$ cat src/hdl/sps_pkg.sv
// sps_pkg: shared types and constants for the servo pulse train sequencer
// no dependencies; imported by sps_seq, servo_pulse_train_sequencer and sps_checker
package sps_pkg;

   // stages in each external shift register
   localparam int STAGES_PER_REGISTER = 4;

   // field widths
   localparam int FRAME_W   = 24;
   localparam int WIDTH_W   = 16;
   localparam int CHANNEL_W = 3;

   // reset values
   localparam logic [FRAME_W-1:0] FRAME_RESET = 24'd25000;
   localparam logic [WIDTH_W-1:0] MIDPOINT    = 16'd1500;

   // operation codes carried on req_tuser
   localparam logic OP_WRITE = 1'b0;
   localparam logic OP_TICK  = 1'b1;

   // pin level bit positions
   localparam int PIN_RESET_FIRST  = 0;
   localparam int PIN_DATA_FIRST   = 1;
   localparam int PIN_RESET_SECOND = 2;
   localparam int PIN_DATA_SECOND  = 3;

   // one decoded request toward the sequencer
   typedef struct packed {
      logic                 write_en;
      logic                 tick_en;
      logic [CHANNEL_W-1:0] channel;
      logic [WIDTH_W-1:0]   width_ticks;
   } sps_cmd_type;

   // one result word
   typedef struct packed {
      logic               is_gap;
      logic               data_second;
      logic               reset_second;
      logic               data_first;
      logic               reset_first;
      logic               clock_to_second;
      logic [FRAME_W-1:0] period_ticks;
   } sps_rsp_type;

endpackage

$ cat src/hdl/sps_seq.sv
// sps_seq: channel position sequencer, pulse width store and frame budget
// depends on sps_pkg
module sps_seq import sps_pkg::*; #(
   parameter int CHANNELS = 8
) (
   input  logic               clock,
   input  logic               reset,
   input  sps_cmd_type        cmd,
   input  logic [FRAME_W-1:0] frame_ticks,
   output sps_rsp_type        rsp_next
);

   localparam int POS_W = $clog2(CHANNELS + 1);
   localparam int IDX_W = $clog2(CHANNELS);
   localparam logic [POS_W-1:0] POS_LAST   = POS_W'(CHANNELS);
   localparam logic [POS_W-1:0] POS_SECOND = POS_W'(STAGES_PER_REGISTER);

   logic [WIDTH_W-1:0] widths_ff [CHANNELS];
   logic [POS_W-1:0]   position_ff, position_in;
   logic [FRAME_W-1:0] remaining_ff, remaining_in;
   logic [3:0]         pins_ff, pins_in;
   logic               side_ff, side_in;

   logic [WIDTH_W-1:0] cur_width;
   logic [FRAME_W-1:0] cur_width_ext;
   logic [FRAME_W-1:0] base;
   logic [FRAME_W-1:0] floored;
   logic               gap;
   logic               write_ok;

   // width of the channel at the current position
   always_comb begin
      cur_width = '0;
      for (int i = 0; i < CHANNELS; i++) begin
         if (position_ff == POS_W'(i)) begin
            cur_width = widths_ff[i];
         end
      end
   end

   // subtract from the frame budget, floored at zero
   assign cur_width_ext = {{(FRAME_W-WIDTH_W){1'b0}}, cur_width};
   assign base          = (position_ff == '0) ? frame_ticks : remaining_ff;
   assign floored       = (base > cur_width_ext) ? (base - cur_width_ext) : '0;
   assign gap           = (position_ff >= POS_LAST);

   // next position, pins and clock side
   always_comb begin
      pins_in      = pins_ff;
      side_in      = side_ff;
      remaining_in = floored;
      position_in  = position_ff + POS_W'(1);
      if (position_ff == '0) begin
         pins_in[PIN_RESET_FIRST] = 1'b0;
         pins_in[PIN_DATA_FIRST]  = 1'b1;
         side_in                  = 1'b0;
      end else if (position_ff < POS_SECOND) begin
         pins_in[PIN_DATA_FIRST] = 1'b0;
      end else if (position_ff == POS_SECOND) begin
         pins_in[PIN_RESET_FIRST]  = 1'b1;
         pins_in[PIN_RESET_SECOND] = 1'b0;
         pins_in[PIN_DATA_SECOND]  = 1'b1;
         side_in                   = 1'b1;
      end else if (!gap) begin
         pins_in[PIN_DATA_SECOND] = 1'b0;
      end else begin
         pins_in[PIN_RESET_SECOND] = 1'b1;
         remaining_in              = remaining_ff;
         position_in               = '0;
      end
   end

   // result word for a tick
   always_comb begin
      rsp_next.period_ticks    = gap ? remaining_ff : cur_width_ext;
      rsp_next.clock_to_second = side_in;
      rsp_next.reset_first     = pins_in[PIN_RESET_FIRST];
      rsp_next.data_first      = pins_in[PIN_DATA_FIRST];
      rsp_next.reset_second    = pins_in[PIN_RESET_SECOND];
      rsp_next.data_second     = pins_in[PIN_DATA_SECOND];
      rsp_next.is_gap          = gap;
   end

   assign write_ok = cmd.write_en && ({1'b0, cmd.channel} < 4'(CHANNELS));

   // state registers
   always_ff @(posedge clock) begin
      if (reset) begin
         for (int i = 0; i < CHANNELS; i++) begin
            widths_ff[i] <= MIDPOINT;
         end
         position_ff  <= '0;
         remaining_ff <= '0;
         pins_ff      <= '0;
         side_ff      <= 1'b1;
      end else begin
         if (write_ok) begin
            widths_ff[cmd.channel[IDX_W-1:0]] <= cmd.width_ticks;
         end
         if (cmd.tick_en) begin
            position_ff  <= position_in;
            remaining_ff <= remaining_in;
            pins_ff      <= pins_in;
            side_ff      <= side_in;
         end
      end
   end

endmodule

$ cat src/hdl/servo_pulse_train_sequencer.sv
// servo_pulse_train_sequencer: top level, handshake, frame register and result register
// depends on sps_pkg and sps_seq
//
//  channel | direction | payload
//  req_*   | in        | tuser: operation; tdata: channel[2:0], width_ticks[18:3]
//  rsp_*   | out       | tuser: is_gap; tdata: period_ticks[23:0], pins and side [28:24]
//  csr_*   | in        | frame_ticks, write only
//
// one word is accepted per cycle while req_tready is high; a tick yields its result in the next cycle
// in the result register, a width write yields nothing
// the result register frees itself in the cycle it is taken, so req_tready
// drops only while a result waits and rsp_tready is low
// reset is synchronous: all widths to midpoint, position and pins to zero
module servo_pulse_train_sequencer import sps_pkg::*; #(
   parameter int CHANNELS = 8
) (
   input  logic               clock,
   input  logic               reset,
   input  logic               req_tvalid,
   output logic               req_tready,
   input  logic [23:0]        req_tdata,   // channel[2:0], width_ticks[18:3], zero pad
   input  logic               req_tuser,   // operation[0]
   output logic               rsp_tvalid,
   input  logic               rsp_tready,
   output logic [31:0]        rsp_tdata,   // period_ticks[23:0], clock_to_second[24],
                                           // reset_first[25], data_first[26],
                                           // reset_second[27], data_second[28], zero pad
   output logic               rsp_tuser,   // is_gap[0]
   input  logic               csr_we,
   input  logic [FRAME_W-1:0] csr_wdata
);

   logic [FRAME_W-1:0] frame_ff;
   logic               rsp_valid_ff;
   sps_rsp_type        rsp_word_ff;
   sps_rsp_type        rsp_next;
   sps_cmd_type        cmd;
   logic               req_fire;

   // accept while the result register is empty or being drained
   assign req_tready = !rsp_valid_ff || rsp_tready;
   assign req_fire   = req_tvalid && req_tready;

   // decode the request word
   always_comb begin
      cmd.write_en    = req_fire && (req_tuser == OP_WRITE);
      cmd.tick_en     = req_fire && (req_tuser == OP_TICK);
      cmd.channel     = req_tdata[CHANNEL_W-1:0];
      cmd.width_ticks = req_tdata[CHANNEL_W+WIDTH_W-1:CHANNEL_W];
   end

   sps_seq #(
      .CHANNELS (CHANNELS)
   ) u_seq (
      .clock       (clock),
      .reset       (reset),
      .cmd         (cmd),
      .frame_ticks (frame_ff),
      .rsp_next    (rsp_next)
   );

   // frame length register
   always_ff @(posedge clock) begin
      if (reset) begin
         frame_ff <= FRAME_RESET;
      end else if (csr_we) begin
         frame_ff <= csr_wdata;
      end
   end

   // result valid flag
   always_ff @(posedge clock) begin
      if (reset) begin
         rsp_valid_ff <= 1'b0;
      end else if (cmd.tick_en) begin
         rsp_valid_ff <= 1'b1;
      end else if (rsp_tready) begin
         rsp_valid_ff <= 1'b0;
      end
   end

   // result word
   always_ff @(posedge clock) begin
      if (cmd.tick_en) begin
         rsp_word_ff <= rsp_next;
      end
   end

   assign rsp_tvalid = rsp_valid_ff;
   assign rsp_tdata  = {3'b000,
                        rsp_word_ff.data_second,
                        rsp_word_ff.reset_second,
                        rsp_word_ff.data_first,
                        rsp_word_ff.reset_first,
                        rsp_word_ff.clock_to_second,
                        rsp_word_ff.period_ticks};
   assign rsp_tuser  = rsp_word_ff.is_gap;

endmodule

$ cat config.mk
export PLATFORM = sky130hd
export DESIGN_NAME = servo_pulse_train_sequencer
export DESIGN_NICKNAME = d
export VERILOG_FILES = /design/src/hdl/sps_pkg.sv /design/src/hdl/sps_seq.sv /design/src/hdl/servo_pulse_train_sequencer.sv
export SDC_FILE = /design/constraint.sdc
export NUM_CORES = 1
export LEC_CHECK = 0
export BUFFER_PORTS_ARGS = -buffer_cell sky130_fd_sc_hd__buf_2
export CORE_ASPECT_RATIO = 1.5
export CORE_MARGIN = 2
export CORE_UTILIZATION = 40
export CTS_CLUSTER_SIZE = 40
export DETAILED_ROUTE_END_ITERATION = 12
export PLACE_DENSITY_LB_ADDON = 0.25
export SLEW_MARGIN = 20
export SYNTH_ARGS = -nofsm -noshare
export SYNTH_HDL_FRONTEND = slang
export SYNTH_SLANG_ARGS = --single-unit
$ cat constraint.sdc
create_clock -name clock -period 5.98 [get_ports clock]
set_input_delay 0.299 -clock clock [delete_from_list [all_inputs] [get_ports clock]]
set_output_delay 0.299 -clock clock [all_outputs]
set_load 0.01 [all_outputs]
==> results.sh <==
export IMPL_status="finished, final reports clean"
export IMPL_overflow=0
export IMPL_synth_xor_area_share_pct=1.692
export IMPL_routed_via_count=7949
export IMPL_syn_avg_cell_area_um2=10.44
export IMPL_clk_latency_ps=520
export IMPL_seq_area_frac_synth_pct=54.33
export IMPL_fin_crit_sh_pct=84.96
export IMPL_die_w_um=138.6
export IMPL_synthTopCellsByCount="158 x edfxtp_1, 101 x nand2_1, 93 x nor2_1"
export IMPL_initial_core_util_pct=40.90
export IMPL_yosys_area_share_simple_pct=20.57
export IMPL_tightestPinTransition_ps=1048
export IMPL_postCtsSetupBuffers=0
export IMPL_drt_wl_total_um=26980
export IMPL_drv_cap=0
export IMPL_fmax_ghz=0.1968
export IMPL_cts_resized_gates=0
export IMPL_netlist_instances=1041
export IMPL_globalRouteTotalUtil_pct=18.98
export IMPL_cts_inserted_buffers=23
export IMPL_path_max_fanout=8
export IMPL_gp_congestion=0.9202
export IMPL_rsz0062_at_grt="no"
export IMPL_ctsRootBufferMaster="clkbuf_16"
export IMPL_firstDrtPassIters=5
export IMPL_vias_per_cell=5.407
export IMPL_yosys_area_top_type="edfxtp_1"
export IMPL_synthArstFlopShare_pct=0
export IMPL_grt_start_max_net_pins=56
export IMPL_synth_top_family_by_area="simple AND/OR/NAND/NOR gates"
export IMPL_synthTopCellsByArea="edfxtp_1 44%, dfxtp_1 11%, and2_1 4.8%"
export IMPL_required_ps=6380
export IMPL_worstHoldPathType="input pin to flop"
export IMPL_end_kind="flop"
export IMPL_dieHeight_um=205.9
export IMPL_cts_htree_levels=1
export IMPL_dpl_cell_area_mm2=0.01159
export IMPL_synth_most_common_cell="edfxtp_1"
export IMPL_avgRoutedWirePerCell_um=18.35
export IMPL_final_max_slew_violation_count=0
export IMPL_fin_area_mm2=0.01240
export IMPL_fin_tns_setup_ps=0
export IMPL_period_minus_slack_ps=5081
export IMPL_ys_types=79
export IMPL_final_util_pct=46.66
export IMPL_cts_tree="built"
export IMPL_drc_errors=0
export IMPL_synth_fa_ha_area_share_pct=1.680
export IMPL_numClockSinks=216
export IMPL_core_area_mm2=0.02658
export IMPL_synth_compound_area_share_pct=14.47
export IMPL_diodes=0
export IMPL_antenna_found_initial=0
export IMPL_cts_clk_slew_worst_paths_ps=60
export IMPL_crit_type="flop to flop"
export IMPL_placementRows=73
export IMPL_dp_hpwl_um=19420
export IMPL_die_area_mm2=0.02854
export IMPL_drtIter0Drc=416
export IMPL_clock_path_buffers=3
export IMPL_yosys_warnings=0
export IMPL_grt_first_pass_wirelength_um=42990
export IMPL_synth_edf_count=158
export IMPL_critPathLaunchType="flop"
export IMPL_yosys_register_bits=216
export IMPL_synth_main_ff_cell="edfxtp_1"
export IMPL_power_leakage_nw=4.711
export IMPL_io_buffer_count=80
export IMPL_nNetsFinal=1184
export IMPL_skew_ps=14.62
export IMPL_netlist_area_leader_share_pct=43.65
export IMPL_ant_nets=0
export IMPL_powerDensity_mw_per_mm2=311.3
export IMPL_synthMuxAreaShare_pct=4.075
export IMPL_area_delta_synth_final_pct=14.10
export IMPL_num_io_pins=89
export IMPL_drive_above_1_share_pct=14.21
export IMPL_grt_pass1_vias=7961
export IMPL_setup_viol=0
export IMPL_hold_viol=0
export IMPL_ir_drop_uv=222.0
export IMPL_max_slew_margin_pct=29.87
export IMPL_syn_area_mm2=0.01087
export IMPL_arrival_ps=5480
==> metal layers <==
layer	GRT usage (%)	share of wire, %	vias to the layer above
met2	36.49	54	210
met1	21.12	39	3752
li1	-	-	3934
met5	0	0	-
met4	7.653	3.0	0
met3	2.433	4.2	53
==> where the power goes <==
| group | internal, mW | switching [mW] |
|---|---|---|
| Sequential | 1.71 | 0.0493 |
| Clock | 0.782 | 0.583 |
| Combinational | 0.285 | 0.451 |
==> registers in the layout, indices dropped and copies added (netlist names) <==
name / flops
frame_ff: 24
rsp_tdata: 29
rsp_tuser: 1
rsp_tvalid: 1
u_seq.pins_ff: 4
u_seq.position_ff: 4
u_seq.remaining_ff: 24
u_seq.side_ff: 1
u_seq.widths_ff: 128
==> placed cells by master (no fill, tap or decap), types with 5 or more instances in the layout <==
cell type      count
edfxtp_1         158
nand2_1          101
nor2_1            93
and2_1            84
buf_2             80
a21oi_1           58
dfxtp_1           58
or3_1             49
o21ai_0           41
mux2i_1           37
a22oi_1           27
nand2b_1          23
clkbuf_16         23
inv_1             19
buf_4             19
nor2b_1           18
o211ai_1          13
nor3_1            13
xnor2_1           13
ha_1              13
a21o_1            10
or2_2             10
dlygate4sd3_1     10
nand3_1            9
o31ai_1            8
xor2_1             8
a211o_1            7
clkbuf_1           7
o2111ai_1          6
nand3b_1           5
a221oi_1           5
nand4_1            5
a31oi_1            5
==> area by class of cell <==
cell class	count	area, µm²
Inverter	20	75.07
Timing Repair Buffer	109	643.1
Tap cell	337	421.7
Multi-Input combinational cell	746	4641
Clock buffer	32	629.4
Fill cell	2451	14180
Clock inverter	10	87.58
Sequential cell	216	5906
==> cell families after synthesis <==
logic type / count (synthesis)
flops: 216
mux: 42
buf+inv: 81
xor+xnor: 21
fa+ha+maj: 14
other cells: 1
simple gates: 434
compound gates: 232
==> per-stage QoR <==
| step | power [mW] | instances | worst slack [ps] | hold WS [ps] |
|---|---|---|---|---|
| final | 3.861 | 1470 | 899.1 | 24.71 |
| after global routing | 4.039 | 1470 | 427.3 | 29.02 |
| after floorplan | 2.302 | 1043 | 1677 | 421.4 |
| after detailed placement | 2.516 | 1418 | 914.9 | 465.2 |
| after global placement | 2.510 | 1418 | 948.1 | 453.5 |
| after CTS | 3.886 | 1470 | 898.7 | 0.2687 |
==> worst paths after layout <==
path | start | end | slack, ps | cells after the start
max | u_seq.position_ff[1]$_SDFFE_PP0P_ | u_seq.remaining_ff[13]$_SDFFE_PP0P_ | 900 | 22
min | csr_wdata[16] | frame_ff[16]$_SDFFE_PP0P_ | 20 | 3
max reg2reg | u_seq.position_ff[1]$_SDFFE_PP0P_ | u_seq.remaining_ff[13]$_SDFFE_PP0P_ | 900 | 22
min reg2reg | u_seq.remaining_ff[20]$_SDFFE_PP0P_ | u_seq.remaining_ff[20]$_SDFFE_PP0P_ | 480 | 2
==> critical path, cell delays in order (launching register included) <==
cell and delay [ps]:
dfxtp_1 410, inv_1 90, ha_1 320, nor4b_2 480, buf_4 240, a22oi_1 70, nor2_1 100, a21oi_1 50
o211ai_1 160, o21ai_0 120, a21oi_1 170, mux2i_1 180, ha_1 340, a21o_1 220, and2_0 160, o31a_1 260
o221ai_1 230, o2111a_1 250, nor3_1 90, o32ai_1 540, o21ai_0 220, xnor2_1 170, o21ai_0 80
==> repair_timing <==
item / CTS / global route
setup endpoints to repair: 0 / 0
hold buffers: 10 / 0
hold endpoints to repair: 10 / 0
Note: power is estimated with default switching activity, not from simulation.
